<file path="src/one_wire_rom_search_engine_macros.svh">
// ----------------------------------------------------------------------------
// one_wire_rom_search_engine_macros
// assertion macros shared by the rom search engine
// ----------------------------------------------------------------------------
`ifndef ONE_WIRE_ROM_SEARCH_ENGINE_MACROS_SVH
`define ONE_WIRE_ROM_SEARCH_ENGINE_MACROS_SVH

// same-cycle implication, disabled during reset
`define OWS_ASSERT_NOW(label, clk, rstn, ante, cons, msg) \
    label: assert property (@(posedge clk) disable iff (!(rstn)) (ante) |-> (cons)) \
        else $error(msg);

// next-cycle implication, disabled during reset
`define OWS_ASSERT_NEXT(label, clk, rstn, ante, cons, msg) \
    label: assert property (@(posedge clk) disable iff (!(rstn)) (ante) |=> (cons)) \
        else $error(msg);

`endif

</file>
<file path="src/ows_pkg.sv">
// ----------------------------------------------------------------------------
// ows_pkg
// types and constants of the 1-wire rom search engine
// ----------------------------------------------------------------------------
`timescale 1ns / 1ps

package ows_pkg;

    localparam int unsigned ROM_W       = 64;
    localparam int unsigned IDX_W       = 7;
    localparam int unsigned FAM_W       = 4;
    localparam int unsigned CRC_W       = 8;
    localparam int unsigned S_TDATA_W   = 8;
    localparam int unsigned M_TDATA_W   = 80;

    localparam logic [CRC_W-1:0] CRC_POLY     = 8'h8C;
    localparam logic [IDX_W-1:0] BIT_LIMIT    = 7'd65;
    localparam logic [IDX_W-1:0] FAMILY_LIMIT = 7'd9;
    localparam logic [IDX_W-1:0] LAST_BIT     = 7'd64;
    localparam logic [IDX_W-1:0] FIRST_BIT    = 7'd1;

    typedef enum logic [1:0] {
        OP_START = 2'd0,
        OP_PASS  = 2'd1,
        OP_BIT   = 2'd2
    } op_t;

    typedef enum logic [3:0] {
        ST_STARTED     = 4'd0,
        ST_PASS_OPEN   = 4'd1,
        ST_BIT_DECIDED = 4'd2,
        ST_FOUND       = 4'd3,
        ST_NO_PRESENCE = 4'd4,
        ST_NO_RESPONSE = 4'd5,
        ST_CRC_BAD     = 4'd6,
        ST_EXHAUSTED   = 4'd7,
        ST_IGNORED     = 4'd8
    } status_t;

    typedef struct packed {
        logic [1:0] op;
        logic       presence;
        logic       id_bit;
        logic       cmp_bit;
    } item_t;

    typedef struct packed {
        logic [ROM_W-1:0] rom_bits;
        logic [IDX_W-1:0] discrepancy_mark;
        logic [FAM_W-1:0] family_mark;
        logic             final_found;
        logic             pass_active;
        logic [IDX_W-1:0] bit_index;
        logic [IDX_W-1:0] zero_mark;
        logic [CRC_W-1:0] crc_acc;
    } search_state_t;

    typedef struct packed {
        status_t          status;
        logic             write_valid;
        logic             write_bit;
        logic [ROM_W-1:0] rom_code;
        logic             last_device;
        logic [FAM_W-1:0] family_discrepancy;
    } result_t;

    localparam search_state_t STATE_CLEAR = '{
        rom_bits:         '0,
        discrepancy_mark: '0,
        family_mark:      '0,
        final_found:      1'b0,
        pass_active:      1'b0,
        bit_index:        FIRST_BIT,
        zero_mark:        '0,
        crc_acc:          '0
    };

endpackage

</file>
<file path="src/ows_in_reg.sv">
// ----------------------------------------------------------------------------
// ows_in_reg
// input register stage, unpacks the incoming transaction
// ----------------------------------------------------------------------------
`timescale 1ns / 1ps

module ows_in_reg (
    input  logic                           aclk,
    input  logic                           aresetn,
    input  logic                           s_tvalid,
    output logic                           s_tready,
    // op[1:0], presence[2], id_bit[3], cmp_bit[4], zero fill [7:5]
    input  logic [ows_pkg::S_TDATA_W-1:0]  s_tdata,
    input  logic                           take,
    output logic                           item_valid,
    output ows_pkg::item_t                 item
);
    import ows_pkg::*;

    logic  valid_reg;
    logic  valid_next;
    item_t item_reg;

    assign s_tready   = !valid_reg || take;
    assign valid_next = (s_tvalid && s_tready) || (valid_reg && !take);

    always_ff @(posedge aclk) begin
        if (!aresetn) begin
            valid_reg <= 1'b0;
        end else begin
            valid_reg <= valid_next;
        end
    end

    always_ff @(posedge aclk) begin
        if (s_tvalid && s_tready) begin
            item_reg.op       <= s_tdata[1:0];
            item_reg.presence <= s_tdata[2];
            item_reg.id_bit   <= s_tdata[3];
            item_reg.cmp_bit  <= s_tdata[4];
        end
    end

    assign item_valid = valid_reg;
    assign item       = item_reg;

endmodule

</file>
<file path="src/ows_decide.sv">
// ----------------------------------------------------------------------------
// ows_decide
// search decision logic: next search state and result for one item
// ----------------------------------------------------------------------------
`timescale 1ns / 1ps

module ows_decide (
    input  ows_pkg::item_t         item,
    input  ows_pkg::search_state_t state,
    output ows_pkg::search_state_t state_next,
    output ows_pkg::result_t       result
);
    import ows_pkg::*;

    always_comb begin
        logic [IDX_W-1:0] idx;
        logic [5:0]       pos;
        logic             dir;
        logic             mix;
        logic [IDX_W-1:0] idx_inc;
        logic [CRC_W-1:0] crc_new;
        status_t          status;
        logic             wvalid;
        logic             wbit;

        state_next = state;
        status     = ST_IGNORED;
        wvalid     = 1'b0;
        wbit       = 1'b0;
        idx        = state.bit_index;
        if (idx < FIRST_BIT || idx > LAST_BIT) begin
            idx = FIRST_BIT;
        end
        pos     = idx[5:0] - 6'd1;
        dir     = 1'b0;
        mix     = 1'b0;
        crc_new = '0;
        idx_inc = idx + FIRST_BIT;

        unique case (item.op)
            OP_START: begin
                state_next = STATE_CLEAR;
                status     = ST_STARTED;
            end
            OP_PASS: begin
                if (state.final_found) begin
                    state_next.pass_active = 1'b0;
                    status                 = ST_EXHAUSTED;
                end else if (!item.presence) begin
                    state_next.discrepancy_mark = '0;
                    state_next.family_mark      = '0;
                    state_next.final_found      = 1'b0;
                    state_next.pass_active      = 1'b0;
                    status                      = ST_NO_PRESENCE;
                end else begin
                    state_next.pass_active = 1'b1;
                    state_next.bit_index   = FIRST_BIT;
                    state_next.zero_mark   = '0;
                    state_next.crc_acc     = '0;
                    status                 = ST_PASS_OPEN;
                end
            end
            OP_BIT: begin
                if (state.pass_active) begin
                    if (item.id_bit && item.cmp_bit) begin
                        state_next.pass_active = 1'b0;
                        status                 = ST_NO_RESPONSE;
                    end else begin
                        if (item.id_bit != item.cmp_bit) begin
                            dir = item.id_bit;
                        end else begin
                            if (idx < state.discrepancy_mark) begin
                                dir = state.rom_bits[pos];
                            end else begin
                                dir = (idx == state.discrepancy_mark);
                            end
                            if (!dir) begin
                                state_next.zero_mark = idx;
                                if (idx < FAMILY_LIMIT) begin
                                    state_next.family_mark = idx[FAM_W-1:0];
                                end
                            end
                        end
                        state_next.rom_bits[pos] = dir;
                        mix     = state.crc_acc[0] ^ dir;
                        crc_new = {1'b0, state.crc_acc[CRC_W-1:1]} ^ (mix ? CRC_POLY : '0);
                        state_next.crc_acc   = crc_new;
                        state_next.bit_index = idx_inc;
                        wvalid = 1'b1;
                        wbit   = dir;
                        status = ST_BIT_DECIDED;
                        if (idx_inc >= BIT_LIMIT) begin
                            state_next.pass_active = 1'b0;
                            if (crc_new == '0) begin
                                state_next.discrepancy_mark = state_next.zero_mark;
                                if (state_next.zero_mark == '0) begin
                                    state_next.final_found = 1'b1;
                                end
                                status = ST_FOUND;
                            end else begin
                                status = ST_CRC_BAD;
                            end
                        end
                    end
                end
            end
            default: begin
                status = ST_IGNORED;
            end
        endcase

        result.status             = status;
        result.write_valid        = wvalid;
        result.write_bit          = wbit;
        result.rom_code           = state_next.rom_bits;
        result.last_device        = state_next.final_found;
        result.family_discrepancy = state_next.family_mark;
    end

endmodule

</file>
<file path="src/one_wire_rom_search_engine.sv">
// result path: the input reg holds the transaction, then the result reg holds its result
// throughput: one transaction per cycle unless m_tready stalls the result register
// a stalled result holds the result register while the input register takes one more item
// reset: aresetn synchronous, active low; clears the search state (bit index to one),
// both valid flags; no clearing pass
// ----------------------------------------------------------------------------
// one_wire_rom_search_engine
// decision engine of the 1-wire search rom algorithm, one bit pair per transaction
// ----------------------------------------------------------------------------
`timescale 1ns / 1ps

`include "one_wire_rom_search_engine_macros.svh"

module one_wire_rom_search_engine (
    input  logic                           aclk,
    input  logic                           aresetn,
    input  logic                           s_tvalid,
    output logic                           s_tready,
    // op[1:0], presence[2], id_bit[3], cmp_bit[4], zero fill [7:5]
    input  logic [ows_pkg::S_TDATA_W-1:0]  s_tdata,
    output logic                           m_tvalid,
    input  logic                           m_tready,
    // status[3:0], write_valid[4], write_bit[5], rom_code[69:6],
    // last_device[70], family_discrepancy[74:71], zero fill [79:75]
    output logic [ows_pkg::M_TDATA_W-1:0]  m_tdata
);
    import ows_pkg::*;

    logic          item_valid;
    item_t         item;
    logic          take;
    search_state_t state_reg;
    search_state_t state_next;
    result_t       result;
    result_t       out_reg;
    logic          out_valid_reg;
    logic          out_valid_next;

    assign take = item_valid && (!out_valid_reg || m_tready);

    ows_in_reg u_in_reg (
        .aclk       (aclk),
        .aresetn    (aresetn),
        .s_tvalid   (s_tvalid),
        .s_tready   (s_tready),
        .s_tdata    (s_tdata),
        .take       (take),
        .item_valid (item_valid),
        .item       (item)
    );

    ows_decide u_decide (
        .item       (item),
        .state      (state_reg),
        .state_next (state_next),
        .result     (result)
    );

    assign out_valid_next = take || (out_valid_reg && !m_tready);

    always_ff @(posedge aclk) begin
        if (!aresetn) begin
            state_reg     <= STATE_CLEAR;
            out_valid_reg <= 1'b0;
        end else begin
            out_valid_reg <= out_valid_next;
            if (take) begin
                state_reg <= state_next;
            end
        end
    end

    always_ff @(posedge aclk) begin
        if (take) begin
            out_reg <= result;
        end
    end

    assign m_tvalid = out_valid_reg;
    assign m_tdata  = {5'b0,
                       out_reg.family_discrepancy,
                       out_reg.last_device,
                       out_reg.rom_code,
                       out_reg.write_bit,
                       out_reg.write_valid,
                       out_reg.status};

    `OWS_ASSERT_NOW(a_wbit_needs_wvalid, aclk, aresetn,
        m_tvalid && out_reg.write_bit, out_reg.write_valid,
        "write_bit set without write_valid")
    `OWS_ASSERT_NOW(a_no_presence_clears, aclk, aresetn,
        m_tvalid && out_reg.status == ST_NO_PRESENCE,
        out_reg.family_discrepancy == '0 && !out_reg.last_device,
        "no presence left marks set")
    `OWS_ASSERT_NOW(a_found_last_device, aclk, aresetn,
        m_tvalid && out_reg.status == ST_FOUND,
        out_reg.last_device == (state_reg.discrepancy_mark == '0),
        "last device flag disagrees with discrepancy")
    `OWS_ASSERT_NEXT(a_pending_item_moves, aclk, aresetn,
        item_valid && !out_valid_reg, out_valid_reg,
        "pending item not moved to result register")

endmodule

</file>
<file path="config.mk">
export PLATFORM = sky130hd
export DESIGN_NAME = one_wire_rom_search_engine
export DESIGN_NICKNAME = d
export VERILOG_FILES = /design/src/ows_pkg.sv /design/src/ows_in_reg.sv /design/src/ows_decide.sv /design/src/one_wire_rom_search_engine.sv
export VERILOG_INCLUDE_DIRS = /design/src /design/src/src
export SDC_FILE = /design/constraint.sdc
export NUM_CORES = 1
export LEC_CHECK = 0
export CAP_MARGIN = 5
export CORE_UTILIZATION = 40
export CTS_CLUSTER_SIZE = 14
export DETAILED_ROUTE_END_ITERATION = 6
export DONT_BUFFER_PORTS = 1
export PLACE_DENSITY_LB_ADDON = 0.1
export SLEW_MARGIN = 25
export SYNTH_ARGS = -nofsm -noshare
export SYNTH_HDL_FRONTEND = slang
export SYNTH_SLANG_ARGS = --single-unit
</file>
<file path="constraint.sdc">
create_clock -name aclk -period 4.5 [get_ports aclk]
set_input_delay 0.225 -clock aclk [delete_from_list [all_inputs] [get_ports aclk]]
set_output_delay 0.225 -clock aclk [all_outputs]
set_load 0.01 [all_outputs]
</file>
* After elaboration in Yosys (flattened, before gate mapping)
Index checks and enable logic that the tools add are counted.
** Operators by class
- Bitwise logic cells :: 4
- $lt $le $gt $ge :: 7
- Equality and inequality tests :: 11
- Multiplexer cells :: 49
- Add/subtract/negate cells :: 2
- Reduce and logical (&&, ||, !) cells :: 24
** Operators by type and width (number)
- 64-bit case mux with 2 select lines :: 1
- 35-bit case mux with 3 select lines :: 1
- 99-bit 2-to-1 mux :: 1
- 76-bit 2-to-1 mux :: 1
- 22-bit 2-to-1 mux :: 3
- 64-bit bitwise mux :: 1
- 7-bit 2-to-1 mux :: 8
- 12-bit 2-to-1 mux :: 2
- 4-bit 2-to-1 mux :: 6
- 1-bit 2-to-1 mux :: 17
- 4-bit case mux with 3 select lines :: 1
- 2-bit != test, second input constant :: 5
- 3-bit 2-to-1 mux :: 3
- 8-bit logical NOT :: 1
- 8-bit 2-to-1 mux :: 1
- 8-bit AND reduction :: 1
- 7-bit by 8-bit XOR with 8-bit output :: 1
- 7-bit by 1-bit adder with 7-bit output, second input constant :: 1
- 7-bit == test :: 1
- 7-bit greater-or-equal comparator, second input constant :: 1
- 7-bit > comparator, second input constant :: 1
- 7-bit logical NOT :: 1
- 6-bit by 7-bit less-than comparator with 1-bit output, second input constant :: 1
- 7-bit by 1-bit less-than comparator with 1-bit output, second input constant :: 1
- 21 further kinds :: 36
** Storage, ports and cells
- Logic and storage cells :: 117
- Bits of input ports :: 12
- Output and inout bits :: 82
- Register bits after elaboration :: 181

* Longest topological paths before layout
Gate-level depths: netlist of run 1.
- Depth in word-level cells :: 24
- Gate-level depth with buffers :: 20
- Depth with buffers taken out :: 15

* By module
From an unflattened synthesis of run 1, not the netlist that was laid out.
** Unflattened totals
- Cell total of the unflattened synthesis :: 1239
- Area, all modules :: 10855.4 um^2
** By module, submodules not included
- one_wire_rom_search_engine :: cells an instance 514, area each 6249.7 um^2, seq. area each 4254.1 um^2, instances 1
- ows_decide :: cells an instance 715, area each 4398.0 um^2, seq. area each 0.0 um^2, instances 1
- ows_in_reg :: cells an instance 10, area each 207.7 um^2, seq. area each 170.2 um^2, instances 1

* Worst setup path after synthesis of run 1
Ideal clock, no wire load.
- Path kind :: reg-to-reg
- Start point :: reg state_reg[16] (netlist name)
- End point :: reg state_reg[43] (netlist name)
- Path slack :: -0.234 ns
- Path buffers :: 4
- Stages on the path, launching flop included :: 19
- Period minus slack after synthesis :: 4.734 ns
- Data arrival time :: 4.660 ns
- Library setup time :: 0.073 ns
- Data required time :: 4.427 ns
- Path through :: dfxtp_1 > or4_1 > buf_2 > o31ai_4 > nand2_2 > buf_4 > ha_1 > clkbuf_1 > or4bb_1 > o21ai_0 > a221oi_1 > o21ai_0 > a21oi_1 > o31ai_2 > o22ai_4 > buf_6 > nor4b_4 > nand3_1 > a21oi_1
** Between the ends
- Longest elaborated chain between the ends :: 19
- Elaborated cells on any way between the ends :: 27
- Those cells by class :: add/sub (1); order compare (5); eq/ne (1); mux (18); reduce/logical (2)
** Ends and longest elaborated chain
- from (decl) :: RTL line one_wire_rom_search_engine.sv:32 : search_state_t state_reg;
- from (signal assigned) :: RTL line one_wire_rom_search_engine.sv:68 : state_reg <= state_next;
- 7-bit by 1-bit less-than comparator with 1-bit output / 7-bit > comparator (equally long branches) :: RTL line ows_decide.sv:31 : if (idx < FIRST_BIT || idx > LAST_BIT) begin
- 1-bit logical OR :: RTL line ows_decide.sv:31
- 7-bit 2-to-1 mux * :: RTL line ows_decide.sv:31
- 6-bit by 1-bit subtractor with 6-bit output :: RTL line ows_decide.sv:34 : pos = idx[5:0] - 6'd1;
- 1-bit binary-select mux with 6-bit select :: RTL line ows_decide.sv:73 : dir = state.rom_bits[pos];
- 1-bit 2-to-1 mux (not written as such) :: RTL line ows_decide.sv:73
- 1-bit 2-to-1 mux :: RTL line ows_decide.sv:72 : if (idx < state.discrepancy_mark) begin
- 1-bit 2-to-1 mux :: RTL line ows_decide.sv:69 : if (item.id_bit != item.cmp_bit) begin
- [... 3 more ...]
- 1-bit 2-to-1 mux :: RTL line ows_decide.sv:69
- 1-bit 2-to-1 mux :: RTL line ows_decide.sv:65 : if (item.id_bit && item.cmp_bit) begin
- 1-bit 2-to-1 mux :: RTL line ows_decide.sv:64 : if (state.pass_active) begin
- 1-bit 2-to-1 mux :: RTL line ows_decide.sv:40 : unique case (item.op)
- 64-bit bitwise mux * :: RTL line ows_decide.sv:84 : state_next.rom_bits[pos] = dir;
- 76-bit 2-to-1 mux * :: RTL line ows_decide.sv:65
- 99-bit 2-to-1 mux * :: RTL line ows_decide.sv:64
- 64-bit case mux with 2 select lines * :: RTL line ows_decide.sv:40
Mark *: on every way between the ends. The rest lies on a longest branch, timed or not. The select of a mux whose other input is x is not followed.
A chain may end at the register's enable or synchronous reset.

* Worst setup path after layout of run 1
- Start point :: reg state_reg[15] (netlist name)
- End point :: reg state_reg[81] (netlist name)
The elaborated chain is that of the path after synthesis.

==> run summary, run 1 <==
Status -> finished clean
Worst-path clk slew -> 0.08 ns
Initial core utilization -> 0.411
Root Driver -> clkbuf_16
P_int -> 2560 uW
Setup Skew -> 0.0164 ns
Final antenna-violating net count -> 0
P_leak -> 0.00387 uW
Slowest cell on the critical path -> or4_4
Cell taking the most area after synthesis -> edfxtp_1
CTS Sinks -> 181
Largest net degree at the start of global routing -> 58
Total CTS buffers -> 17
FMAX -> 0.230 GHz
Die Wd -> 158 um
Final min period -> 4.34 ns
Total global-route track usage -> 0.267
Core area -> 23600 um2
Row count -> 56
Number of synthesized register bits -> 181
Die area -> 24900 um2
Area Growth Syn to Fin -> 17.8%
Antenna diodes -> 0
Inst Count DP -> 1445
Vias -> 8742
Setup violators final -> 0
Final number of hold-violating endpoints -> 0
Post-synthesis mux area share -> 0.0278
Initial antenna violation count -> 0
Latest clock arrival within the worst-skew pair -> 0.45 ns
Peak VDD IR -> 207 uV
Drc violations -> 0
Vias in the first global route -> 7925
Sw Share -> 0.269
Hold Crit Class -> in -> reg
Die H -> 158 um
PD cells -> 306 nW/um2
Adder-Cell Fraction of Synth Area -> 0.0142
RD Place Congestion -> 0.921
I/O pin cnt -> 94
Post-synthesis cell area -> 9710 um2
Gr ovfl total -> 0
Synth Area in Compound Gates -> 0.242
Clk buf depth -> 2
Mapped Cells -> 1100
Crit path required time -> 4.89 ns
Top-count cell post-synth -> nand2_1
First-pass GRT wire length -> 48.9 mm
Register area share after synthesis -> 0.456
List of most frequent post-synthesis cells -> nand2_1, dfxtp_1, a21oi_1, edfxtp_1, o21ai_0
IO buf count -> 0
Wire per inst -> 21.7 um
Critical Path Most Common Cell -> buf_4
Ys async rst share -> 0
Ys flop type -> dfxtp_1
Worst Hold Slack -> 0.0240 ns
Drt initial violations -> 1027
Yosys Warn Count -> 0
Post-synth top area share -> 0.247
Post-synthesis average cell area -> 8.83 um2
Layout Nets -> 1185
Area share of and/or/nand/nor cells after synthesis -> 0.196
Pre-antenna DRT Iters -> 5
Ranking of synthesized cells by area -> edfxtp_1, dfxtp_1, nand2_1
Final Power -> 3500 uW
Fillcell total -> 2277
Max Slew Vio Count -> 0
Non-Filler Instances -> 1494
Slew @ Worst Pin -> 0.835 ns
Clk network pwr share -> 0.427
Critical Path, Cell by Cell -> or4_4 -> o31ai_4 -> nand2_2 -> ha_1 -> or4bb_4 -> o21ai_4 -> o211ai_1 -> o311ai_1 -> a211oi_2 -> o31ai_2 -> o22ai_4 -> buf_6 -> buf_4 -> nor4b_4 -> buf_4 -> buf_4 -> nand2_1 -> a21oi_2
Post-synth EDFFs -> 80
Combinational power share -> 0.065
Maximum capacitance violations -> 0
Rel. slew slack -> 0.442
Switching power -> 942 uW
CP bufs+invs -> 4
Final wirelength -> 32.4 mm
Largest register FFs -> 99
Crit. End Element -> register
Reg power frac -> 0.507
Main combinational cell family by area after synthesis -> compound AO/OA/AOI/OAI gates
Worst Path Max Fanout -> 5
Post-synth cell types -> 76
WS Path Type -> reg -> reg
Part of the cycle the worst path needs -> 0.965
DP HPWL -> 21.9 mm
Vias per cell -> 5.85
Critical Path Source Type -> register
TritonCTS clock tree -> done
Top delay family on crit path -> simple AND/OR/NAND/NOR gates
XOR/XNOR Fraction of Synth Area -> 0.00799
H-tree depth -> 4
Share of post-route cells with drive strength above 1 -> 0.167
Arrival time at the worst endpoint -> 4.73 ns
Worst stage delay on the critical path -> 0.56 ns
[final timing paths]
kind	slack, ns	to	startpoint	cells past startpoint
worst min-delay path	0.02	m_tvalid	m_tready	2
worst max register to register	0.16	state_reg[81]	state_reg[15]	18
worst min register to register	0.46	state_reg[31]	state_reg[31]	2
worst max-delay path	0.16	state_reg[81]	state_reg[15]	18
[metrics by stage]
stage	worst slack (ns)	utilization	cell area, um2	TNS, ns
finish	0.156	0.484	11400	0
floorplan	0.0154	-	9740	0
global placement	0.0194	0.448	10600	0
detailed placement	-0.0245	0.448	10600	-0.0375
global route	-0.00910	0.484	11400	-0.0150
CTS	0.0255	0.478	11300	0
[cell type report]
cell class / instances / area [um2] / share of cell area
Clock buffer: 18 / 439 / 0.0384
Clock inverter: 14 / 141 / 0.0124
Inverter: 52 / 199 / 0.0174
Multi-Input combinational cell: 791 / 4870 / 0.426
Sequential cell: 181 / 4420 / 0.387
Tap cell: 319 / 399 / 0.0349
Timing Repair Buffer: 119 / 966 / 0.0845
[power groups by stage]
stage | sequential, uW | combinational [uW] | clock (uW)
2_1_floorplan | 1810 | 153 | 0
3_3_place_gp | 1820 | 211 | 0
3_5_place_dp | 1820 | 212 | 0
4_1_cts | 1780 | 224 | 1520
5_1_grt | 1780 | 246 | 1580
6_report | 1780 | 229 | 1500
[placed cells by master (no fill, tap or decap), drive strengths merged, types with 5 or more instances in the layout]
master / n
o21ai: 85
and3: 8
nor2: 73
a22oi: 27
inv: 56
nand3: 34
edfxtp: 80
dlygate4sd3: 6
clkbuf: 18
a22o: 26
a31oi: 5
nor4: 7
nor2b: 19
nor3: 25
mux2: 8
ha: 11
dfxtp: 101
o21a: 7
nor4b: 7
buf: 113
a32oi: 15
o221ai: 5
a221oi: 7
o22ai: 35
nand2: 174
a21boi: 8
a21oi: 93
a21o: 8
conb: 5
and2: 18
mux2i: 18
clkinv: 7
[cell families after synthesis]
group / count (synthesis)
other: 1
XOR/XNOR: 8
buffers and inverters: 132
AND/OR/NAND/NOR: 384
AO/OA/AOI/OAI: 357
multiplexers: 26
flip-flops: 181
adder cells (fa/ha/maj): 11
[worst register-to-register path, cell delays in order, from the launching register on]
cell      delay (ns)
dfxtp_1         0.32
or4_4           0.56
o31ai_4         0.21
nand2_2         0.12
ha_1            0.32
or4bb_4         0.55
o21ai_4         0.12
o211ai_1        0.13
o311ai_1        0.12
a211oi_2        0.10
o31ai_2         0.39
o22ai_4         0.14
buf_6           0.17
buf_4           0.16
nor4b_4         0.31
buf_4           0.21
buf_4           0.15
nand2_1         0.07
a21oi_2         0.15
[layer usage]
metal  vias to the layer above  GRT usage  share of wire
li1                       4122          -              -
met1                      4206      0.379           0.45
met2                       375      0.408           0.45
met3                        39     0.0424          0.075
met4                         0     0.0902          0.020
met5                         -          0              0
[what timing repair did]
action	4_1_cts	5_1_grt
setup endpoints to repair	9	114
pin swaps	2	9
gates resized for setup	0	23
hold buffers	7	0
endpoints found under the hold margin	35	0
setup buffers	4	6
No activity file was read; power rests on OpenSTA's default activity.
==> inputs of run 2 (changes only) <==
--- a/config.mk
+++ b/config.mk
@@ -6,6 +6,7 @@
 export SDC_FILE = /design/constraint.sdc
 export NUM_CORES = 1
 export LEC_CHECK = 0
+export ABC_AREA = 1
 export CAP_MARGIN = 5
 export CORE_UTILIZATION = 40
 export CTS_CLUSTER_SIZE = 14
==> run 2 against run 1 <==
  * Die area fell by 1.6%
  * Routed wire length fell by 21%
  * Flip-flop and latch count did not move
  * Via count shrank 6.9%
  * Design area fell by 6.6%
  * Power grew 9.2%
  * Critical endpoint is now state_reg[28]
==> run summary, run 2 <==
Layout Nets -> 1305
Final min period -> 3.91 ns
Commonest non-fill, non-tap cell in the layout -> nand2_1
Reg2Reg Depth -> 27
P_leak -> 0.00455 uW
Total global-route track usage -> 0.216
Worst-path clk slew -> 0.07 ns
CTS Sinks -> 181
WS Path Type -> reg -> reg
Slew @ Worst Pin -> 0.849 ns
Core area -> 23500 um2
Inst Count DP -> 1575
Switching power -> 1020 uW
Peak VDD IR -> 211 uV
Vias per cell -> 5.04
Maximum capacitance violations -> 0
Vias in the first global route -> 7434
Max Slew Vio Count -> 0
Arrival time at the worst endpoint -> 4.26 ns
Setup bufs post-CTS -> 0
Yosys Warn Count -> 0
Total CTS buffers -> 17
Largest register FFs -> 99
Crit. End Element -> register
Worst Setup EP -> state_reg[28]
Wire per inst -> 15.9 um
Vias -> 8140
Drt initial violations -> 550
DP HPWL -> 17.3 mm
Register area share after synthesis -> 0.463
Cell taking the most area after synthesis -> edfxtp_1
Setup Skew -> 0.0173 ns
Rel. slew slack -> 0.432
Critical Path Source Type -> register
Worst Hold Slack -> 0.0714 ns
Antenna diodes -> 0
Final number of hold-violating endpoints -> 0
Ranking of synthesized cells by area -> edfxtp_1, dfxtp_1, o21ai_1
Post-synth EDFFs -> 80
Area Growth Syn to Fin -> 11.7%
Clk network pwr share -> 0.407
Reg power frac -> 0.485
FMAX -> 0.256 GHz
IO buf count -> 0
Root Driver -> clkbuf_16
Clk buf depth -> 2
Reg2reg setup slack -> 0.59 ns
Mapped Cells -> 1275
H-tree depth -> 4
Latest clock arrival within the worst-skew pair -> 0.44 ns
Most frequent cells in the layout -> nand2_1, inv_1, o21ai_1
Ys flop type -> dfxtp_1
Setup violators final -> 0
Pre-antenna DRT Iters -> 5
Die Wd -> 157 um
Post-synth top area share -> 0.251
Combinational power share -> 0.107
P_int -> 2810 uW
Reg-to-Reg Start -> state_reg[15]
Gr ovfl total -> 0
TritonCTS clock tree -> done
Post-synth cell types -> 45
Reg-to-reg endpoint -> state_reg[28]
PD cells -> 358 nW/um2
Number of synthesized register bits -> 181
Sw Share -> 0.266
Worst Path Max Fanout -> 10
Drc violations -> 0
Setup TNS -> 0 ns
Share of post-route cells with drive strength above 1 -> 0.0819
First-pass GRT wire length -> 40.5 mm
Initial antenna violation count -> 0
Initial core utilization -> 0.407
Non-Filler Instances -> 1614
Die H -> 157 um
CP startpoint -> state_reg[15]
Ys async rst share -> 0
Top-count cell post-synth -> nand2_1
Part of the cycle the worst path needs -> 0.868
RD Place Congestion -> 0.878
RSZ-0062 raised after global routing -> no
Status -> finished clean
Final antenna-violating net count -> 0
Final wirelength -> 25.7 mm
I/O pin cnt -> 94
Hold Crit Class -> in -> reg
Largest net degree at the start of global routing -> 66
Crit path required time -> 4.85 ns
Post-synthesis average cell area -> 7.49 um2
Post-synthesis cell area -> 9550 um2
Row count -> 56
List of most frequent post-synthesis cells -> nand2_1, inv_1, o21ai_1, a21oi_1, dfxtp_1
Die area -> 24500 um2
==> run 2: changes by cell type after synthesis, sizes merged, moves of 15 or more <==
cell | before | now
a22o | 26 | 0
a21oi | 93 | 167
o21ai | 85 | 221
a32oi | 15 | 0
nand2 | 174 | 225
nor3 | 25 | 7
a22oi | 27 | 0
inv | 48 | 224
mux2i | 18 | 0
nor2b | 19 | 0
clkbuf | 57 | 42
o22ai | 35 | 1
and2 | 18 | 0
nand3 | 34 | 66
==> run 2: area by class of cell <==
| cell class | count | area [um2] |
|---|---|---|
| Multi-Input combinational cell | 810 | 4010 |
| Tap cell | 319 | 399 |
| Sequential cell | 181 | 4420 |
| Fill cell | 2411 | 12800 |
| Inverter | 226 | 852 |
| Clock inverter | 14 | 174 |
| Timing Repair Buffer | 46 | 388 |
| Clock buffer | 18 | 429 |
==> run 2: cell families (layout without fill, tap and decap cells) <==
logic type,after synthesis,after routing,synth area share
simple gates,390,390,0.182
buf+inv,288,304,0.120
flops,181,181,0.463
compound gates,399,399,0.214
xor+xnor,5,5,0.00655
other cells,1,5,0.000393
fa+ha+maj,11,11,0.0144
==> run 2: power by group through the flow <==
stage,sequential [uW],clock (uW),combinational (uW)
floorplan,1890,0,300
global placement,1890,0,402
detailed placement,1890,0,405
CTS,1860,1590,413
global route,1870,1650,462
finish,1860,1560,411
==> run 2: worst max-delay path: stages, from the launching register on <==
cell and delay, ns:
dfxtp_1 0.35, nor3_2 0.28, nand2_2 0.18, nand2_4 0.15
nor2_2 0.05, buf_4 0.15, ha_1 0.37, inv_1 0.12
nor2_2 0.27, buf_4 0.18, nand3_1 0.07, nand2_1 0.06
nor2_1 0.04, nand2_1 0.04, nand2_1 0.06, nand2_1 0.05
nand2_1 0.05, nor2_2 0.13, nand2_4 0.11, nand2_4 0.17
nand2_8 0.11, nand2_4 0.09, nand3_2 0.11, nand2_1 0.10
inv_2 0.06, nor2_8 0.15, nand3_1 0.11, a21oi_1 0.18
==> run 2: per-stage QoR <==
step	total power [uW]	worst slack, ns	util	instance area [um2]
global placement	2290	0.654	0.426	10000
CTS	3860	0.569	0.455	10700
global route	3980	0.170	0.455	10700
finish	3830	0.592	0.455	10700
floorplan	2190	1.10	-	9570
detailed placement	2300	0.595	0.426	10000
==> run 2: how the worst min path moves through the flow <==
stage	to	slack (ns)	startpoint	depth (start not counted)
after floorplan	state_reg[15]	0.29	aresetn	1
after global placement	state_reg[15]	0.30	aresetn	1
after detailed placement	state_reg[15]	0.30	aresetn	1
after CTS	m_tvalid	0.04	m_tready	3
after global routing	m_tvalid	0.09	m_tready	3
final	m_tvalid	0.07	m_tready	3
==> run 2: repair_timing <==
action	4_1_cts	5_1_grt
hold buffers	7	0
gates resized for setup	0	0
hold endpoints to repair	10	0
==> run 2: routing by layer <==
layer / share of wire / track usage
met5: 0 / 0
met4: 0.014 / 0.0570
met3: 0.038 / 0.0352
met2: 0.48 / 0.367
met1: 0.47 / 0.284
